[config.mk]
export PLATFORM = sky130hd
export DESIGN_NAME = kbl_front
export DESIGN_NICKNAME = d
export VERILOG_FILES = /design/src/rtl/kbl_pkg.sv /design/src/rtl/kbl_front.sv
export SDC_FILE = /design/constraint.sdc
export NUM_CORES = 1
export LEC_CHECK = 0
export BUFFER_PORTS_ARGS = -buffer_cell sky130_fd_sc_hd__buf_2
export CORE_MARGIN = 3
export CORE_UTILIZATION = 51
export CTS_CLUSTER_SIZE = 16
export DETAILED_ROUTE_END_ITERATION = 10
export GPL_TIMING_DRIVEN = 0
export HOLD_SLACK_MARGIN = 0.1
export PLACE_DENSITY_LB_ADDON = 0.1
export RECOVER_POWER = 100
export SLEW_MARGIN = 0
export SYNTH_ARGS = -nofsm -noshare
export SYNTH_HDL_FRONTEND = slang
export SYNTH_SLANG_ARGS = --single-unit
[constraint.sdc]
create_clock -name clk -period 6.53 [get_ports clk]
set_input_delay 1.306 -clock clk [delete_from_list [all_inputs] [get_ports clk]]
set_output_delay 1.306 -clock clk [all_outputs]
set_load 0.03 [all_outputs]
[src/rtl/kbl_pkg.sv]
// shared types and constants of the keyed token bucket limiter
`default_nettype none
package kbl_pkg;

  localparam int NUM_BUCKETS = 64;
  localparam int IDX_W       = $clog2(NUM_BUCKETS);
  localparam int TOK_W       = 48;
  localparam int RATE_W      = 32;
  localparam int TICK_W      = 32;
  localparam int CNT_W       = 48;
  localparam int ACT_W       = 7;
  localparam int IN_DATA_W   = 168;
  localparam int OUT_DATA_W  = 280;

  localparam logic [RATE_W-1:0] DEFAULT_RATE_RST = 32'd655;
  localparam logic [TOK_W-1:0]  DEFAULT_CAP_RST  = 48'd6553600;

  localparam logic [0:0] REG_DEFAULT_RATE = 1'b0;
  localparam logic [0:0] REG_DEFAULT_CAP  = 1'b1;

  localparam logic [2:0] OPC_CONSUME   = 3'd0;
  localparam logic [2:0] OPC_CHECK     = 3'd1;
  localparam logic [2:0] OPC_RESET_ONE = 3'd2;
  localparam logic [2:0] OPC_RESET_ALL = 3'd3;
  localparam logic [2:0] OPC_SET_RATE  = 3'd4;

  typedef enum logic [2:0] {
    OP_NONE, OP_CONSUME, OP_CHECK, OP_RESET_ONE, OP_RESET_ALL, OP_SET_RATE
  } op_kind_t;

  typedef struct packed {
    op_kind_t            kind;
    logic [IDX_W-1:0]    idx;
    logic [TOK_W-1:0]    amount;
    logic [TICK_W-1:0]   now;
    logic [RATE_W-1:0]   rate_value;
    logic [TOK_W-1:0]    cap_value;
    logic                rate_given;
    logic                cap_given;
  } item_t;

  typedef struct packed {
    logic [TOK_W-1:0]  tokens;
    logic [RATE_W-1:0] rate;
    logic [TOK_W-1:0]  cap;
    logic [TICK_W-1:0] last;
  } entry_t;

endpackage
`default_nettype wire

[src/rtl/kbl_front.sv]
// front end: decodes requests and holds them in a two-entry queue
`default_nettype none
module kbl_front (
  input  wire logic                           clk,
  input  wire logic                           rst,
  input  wire logic                           s_tvalid,
  output logic                                s_tready,
  input  wire logic [kbl_pkg::IN_DATA_W-1:0]  s_tdata,
  input  wire logic [2:0]                     s_tuser,
  output logic                                q_valid,
  output kbl_pkg::item_t                      q_item,
  input  wire logic                           q_pop
);

  kbl_pkg::item_t store [2];
  logic           wr_ptr;
  logic           rd_ptr;
  logic [1:0]     count;
  kbl_pkg::item_t dec;
  logic           push;

  always_comb begin
    dec.idx        = s_tdata[5:0];
    dec.amount     = s_tdata[53:6];
    dec.now        = s_tdata[85:54];
    dec.rate_value = s_tdata[117:86];
    dec.cap_value  = s_tdata[165:118];
    dec.rate_given = s_tdata[166];
    dec.cap_given  = s_tdata[167];
    unique case (s_tuser)
      kbl_pkg::OPC_CONSUME:   dec.kind = kbl_pkg::OP_CONSUME;
      kbl_pkg::OPC_CHECK:     dec.kind = kbl_pkg::OP_CHECK;
      kbl_pkg::OPC_RESET_ONE: dec.kind = kbl_pkg::OP_RESET_ONE;
      kbl_pkg::OPC_RESET_ALL: dec.kind = kbl_pkg::OP_RESET_ALL;
      kbl_pkg::OPC_SET_RATE:  dec.kind = kbl_pkg::OP_SET_RATE;
      default:                dec.kind = kbl_pkg::OP_NONE;
    endcase
  end

  assign s_tready = (count != 2'd2);
  assign push     = s_tvalid && s_tready;
  assign q_valid  = (count != 2'd0);
  assign q_item   = store[rd_ptr];

  always_ff @(posedge clk) begin
    if (push) begin
      store[wr_ptr] <= dec;
    end
  end

  always_ff @(posedge clk) begin
    if (rst) begin
      wr_ptr <= 1'b0;
      rd_ptr <= 1'b0;
      count  <= 2'd0;
    end else begin
      if (push) wr_ptr <= ~wr_ptr;
      if (q_pop) rd_ptr <= ~rd_ptr;
      count <= count + 2'(push) - 2'(q_pop);
    end
  end

endmodule
`default_nettype wire

=== Word level (Yosys, flattened, before mapping) ===
Memories as Yosys holds them, arrays and structs flattened. A register that Yosys moved wholly into a read port is not among the register bits.
Index checks and enable logic that the tools add are counted.

* Add/subtract/negate cells: 2
* Bitwise gates (word level): 2
* Multiplexer cells: 5
* Reduce and logical (&&, ||, !) cells: 3
* Equality and inequality tests: 5

{| class="wikitable"
|+ Operators with widths
! operator !! number
|-
| 3-bit case mux with 5 select lines || 1
|-
| 3-bit by 2-bit equality test with 1-bit output, second input constant || 2
|-
| 1-bit two-way mux || 4
|-
| 3-bit by 1-bit equality test with 1-bit output, second input constant || 1
|-
| 3-bit equality test, second input constant || 1
|-
| 3-bit logical NOT || 1
|-
| 2-bit by 1-bit adder with 2-bit output || 1
|-
| 2-bit != test, second input constant || 1
|-
| 1-bit NOT || 2
|-
| 2-bit nonzero test || 1
|-
| 2-bit by 1-bit subtractor with 2-bit output || 1
|-
| 1-bit logical AND || 1
|}

* Memories: 1
* Register bits: 4
* RAM bits: 342
* Output and inout bits: 173

{| class="wikitable"
|+ Memories
! memory !! depth !! bits a word !! read ports !! clocked after Yosys merged registers in !! wr ports !! RTL line !! source
|-
| store || 2 || 171 || 1 || 1 || 1 || kbl_front.sv:15 || <nowiki>kbl_pkg::item_t store [2];</nowiki>
|}

=== Logic depth before layout (Yosys ltp) ===
* Word-level depth: 4
* Gate-level depth with buffers: 7

=== Worst setup path after synthesis ===
OpenSTA, ideal clock, no wires.

* Path kind: input port to flip-flop
* Start point: in s_tvalid
* End point: mem store[0][0] (netlist bit), enable pin
* Cell stages on the path: 2
* Buffers on the path: 0
* Path slack: 1,298 ps
* Data arrival time: 4,709 ps
* Cells stage by stage: nand3b_1 -> inv_1

* Word-level cells in the longest chain between the ends: 3

{| class="wikitable"
|+ RTL lines
! element !! RTL line !! source
|-
| from (decl) || kbl_front.sv:6 || <nowiki>input wire logic s_tvalid,</nowiki>
|-
| 1-bit logical AND || kbl_front.sv:41 || <nowiki>assign push = s_tvalid && s_tready;</nowiki>
|-
| 1-bit two-way mux || kbl_front.sv:46 || <nowiki>if (push) begin</nowiki>
|-
| 1-bit two-way mux (implied by the code) || kbl_front.sv:47 || <nowiki>store[wr_ptr] <= dec;</nowiki>
|-
| to (decl) || kbl_front.sv:15 ||
|}

Every way passes these cells.

==> metrics.md <==
| Metric | Value |
|---|---|
| Status | `finished, violations left` |
| Failing checks | `max-capacitance violations, max-slew violations` |
| Yosys warns | `0` |
| Syn Area/Cell | `22.3 sq um` |
| # IOs | `between 300 and 400` |
| Global-route wire length before repair | `37800 microns` |
| P per Cell Area | `around 350 nW/um^2` |
| Critical path peak fanout | `10` |
| Most frequent cells in the layout | `342 x edfxtp_1, 263 x clkbuf_1, 103 x buf_2` |
| Clock buffer count from CTS | `36` |
| PortBufs | `roughly 350` |
| # hold bufs at CTS | `0` |
| Hold Crit Class | `reg -> reg` |
| Setup violators final | `0` |
| Netlist cell types | `24` |
| Sink Count | `approximately 350` |
| Initial Util | `0.529` |
| Synthesized area | `between 10000 and 15000 sq um` |
| # DRC | `0` |
| GRT Residual Overflow | `0` |
| Clock period minus worst slack | `4350 ps` |
| Layout cells sized above 1 | `0.243` |
| Worst-Skew Late Latency | `approximately 500 ps` |
| TritonCTS clock tree | `built` |
| CP Buf/Inv Count | `4` |
| Vias | `roughly 6500` |
| Cell count after synthesis | `approximately 570` |
| Final Max Slew Viols | `slightly below 90` |
| Post-synthesis sequential area ratio | `0.820` |
| Max Cap Viol | `2` |
| Largest net degree at the start of global routing | `131` |
| Initial antenna violation count | `4` |
| Largest area contributor in the netlist | `edfxtp_1` |
| Critical path startpoint category | `register` |
| Top-area cell type share of the netlist area | `0.812` |
| Layout Skew | `around 9.3 ps` |
| Area contributors post-synth | `edfxtp_1 81%, mux2_1 8.0%, mux2_2 7.2%, buf_6 0.89%, dfxtp_1 0.79%` |
| RSZ-0062 raised after global routing | `false` |
| GRT Total Usage | `0.185` |
| Levels on crit path | `5` |
| Area occupied by multi-input gates | `2110 sq um` |
| Post-CTS sizing | `0` |
| Critical path arrival | `3050 ps` |
| Post-synthesis register bit count | `347` |
| ANT nets after route | `0` |
| Dpl hpwl | `between 15000 and 20000 microns` |
| Placed cells | `between 1000 and 1500` |
| Width of the die | `roughly 160 microns` |
| Sequential standard cell area | `10400 sq um` |
| R2r endpoint | `store[0][138]$_DFFE_PP_` |
| F_max | `around 230 MHz` |
| CP Capture Point | `q_item[87]` |
| RR Startpoint | `count[1]$_SDFF_PP0_` |
| Fillers | `approximately 1800` |
| Post-Route WL | `25500 microns` |
| Final total power | `0.00543 W` |
| Leakage | `5.28 nW` |
| Final hold vios | `0` |
| Core Footprint | `around 24000 sq um` |
| Vert. Die Dim | `163 microns` |
| Worst-Margin Slew | `between 2000 and 2500 ps` |
| Clock-pin slew on the worst setup and hold paths | `50 ps` |
| Syn nets | `~740` |
| Vias/cell | `approximately 5.0` |
| Reg-to-reg slack, setup | `a little over 3000 ps` |
| Area Overhead vs Synth | `23.3%` |
| Most frequent CP cell | `clkbuf_1` |
| Setup Fix Bufs, Post-CTS | `0` |
| Setup TNS | `0 ps` |
| Drt first pass iters | `6` |
| R2R cell count | `4` |
| Drt wl/cell | `about 20 microns` |
| Root buf cell | `clkbuf_16` |
| Cell Count, Final, Fillers Out | `between 1000 and 1500` |
| Slowest stage delay, CP | `about 600 ps` |
| Worst path top cell family by delay | `buffers and inverters` |
| Final period utilization | `0.666` |
| Worst setup EP type | `output pin` |
| Core Rows | `56` |
| Crit path kind | `reg -> out` |
| Worst endpoint required time | `approximately 5200 ps` |
| Final net count | `about 1100` |
| DRT iter0 DRCs | `around 380` |
| Routability-driven placement congestion ratio | `a little under 0.8` |
| Max Buffers Root-to-Sink | `3` |
| CTS H-tree lvls | `2` |
| Peak VDD IR | `roughly 240 uV` |
| Max_slew headroom | `-0.567` |
| Vias in the first global route | `6990` |
| Die area | `~27000 sq um` |
| Worst path cell trace | `clkbuf_1, clkbuf_1, clkbuf_1, mux2_1, clkbuf_1` |
| Slowest-stage cell, CP | `clkbuf_1` |
| Commonest non-fill, non-tap cell in the layout | `edfxtp_1` |
tightest hold or removal path: cells and delay by family, from the launching register on:
| kind | cells | cell delay (ps) |
|---|---|---|
| simple gates | 1 | 80 |
| xor+xnor | 1 | 90 |
| flops | 1 | 320 |
cells by family (layout without fill, tap and decap cells):
logic type | count (synthesis) | in the layout | synth area share
flip-flops | 347 | 347 | 0.820
AO/OA/AOI/OAI | 6 | 6 | 0.00327
buffers and inverters | 22 | 436 | 0.0134
other | 0 | 4 | 0
multiplexers | 171 | 171 | 0.152
adder cells (fa/ha/maj) | 1 | 1 | 0.000989
XOR/XNOR | 3 | 3 | 0.00208
AND/OR/NAND/NOR | 17 | 17 | 0.00802
stage by stage:
stage	util	setup WS, ps	hold slack (ps)	cell area, sq um
2_1_floorplan	-	1300	480	12600
3_3_place_gp	0.619	-367	497	14800
3_5_place_dp	0.623	3510	505	14900
4_1_cts	0.669	3130	521	16000
5_1_grt	0.653	1890	569	15600
6_report	0.653	2180	521	15600
synth_stat cells:
cell / n
edfxtp_1: 342
mux2_1: 90
mux2_2: 81
buf_6: 10
buf_2: 9
dfxtp_1: 5
nor2_1: 4
inv_1: 3
nand2_1: 3
xnor2_1: 3
a21oi_1: 2
nand2b_1: 2
nand4b_1: 2
a2111oi_0: 1
a21bo_2: 1
a21boi_1: 1
and3_2: 1
ha_1: 1
nand3b_1: 1
nor2b_1: 1
o21ai_0: 1
or2_2: 1
or4_1: 1
or4b_1: 1
metal layers:
layer,global-route usage,wire length (microns)
met1,0.198,8880
met5,0,18
met2,0.328,13200
met3,0.0738,2710
met4,0.0742,703
flip-flops by register name, summed over array words and instances, names as in the netlist, named ones only:
register  cells
count         2
store       342
rd_ptr        1
wr_ptr        1
how the worst min path moves through the flow:
stage / cells past startpoint / end / from
6_report: 2 / register / rd_ptr$_SDFFE_PP0P_
5_1_grt: 2 / rd_ptr$_SDFFE_PP0P_ / rd_ptr$_SDFFE_PP0P_
4_1_cts: 2 / register / rd_ptr$_SDFFE_PP0P_
3_5_place_dp: 2 / register / rd_ptr$_SDFFE_PP0P_
3_3_place_gp: 2 / rd_ptr$_SDFFE_PP0P_ / rd_ptr$_SDFFE_PP0P_
2_1_floorplan: 2 / register / rd_ptr$_SDFFE_PP0P_
where the power goes:
| part | internal (W) | total, W | leakage, nW | switching [W] |
|---|---|---|---|---|
| clock network | 0.00111 | 0.00189 | 0.561 | 0.000777 |
| registers | 0.00267 | 0.00271 | 3.24 | 0.0000395 |
| logic | 0.000227 | 0.000826 | 1.49 | 0.000599 |
cell type report:
| class | instances | area share |
|---|---|---|
| buffer | 19 | 0.00457 |
| clock inverter | 24 | 0.0112 |
| inverter | 3 | 0.000802 |
| tap | 319 | 0.0256 |
| clock buffer | 40 | 0.0601 |
| sequential | 347 | 0.665 |
| antenna | 4 | 0.000642 |
| timing repair buffer | 350 | 0.0971 |
| multi-input combinational | 198 | 0.135 |
Note: power is estimated with default switching activity, not from simulation.
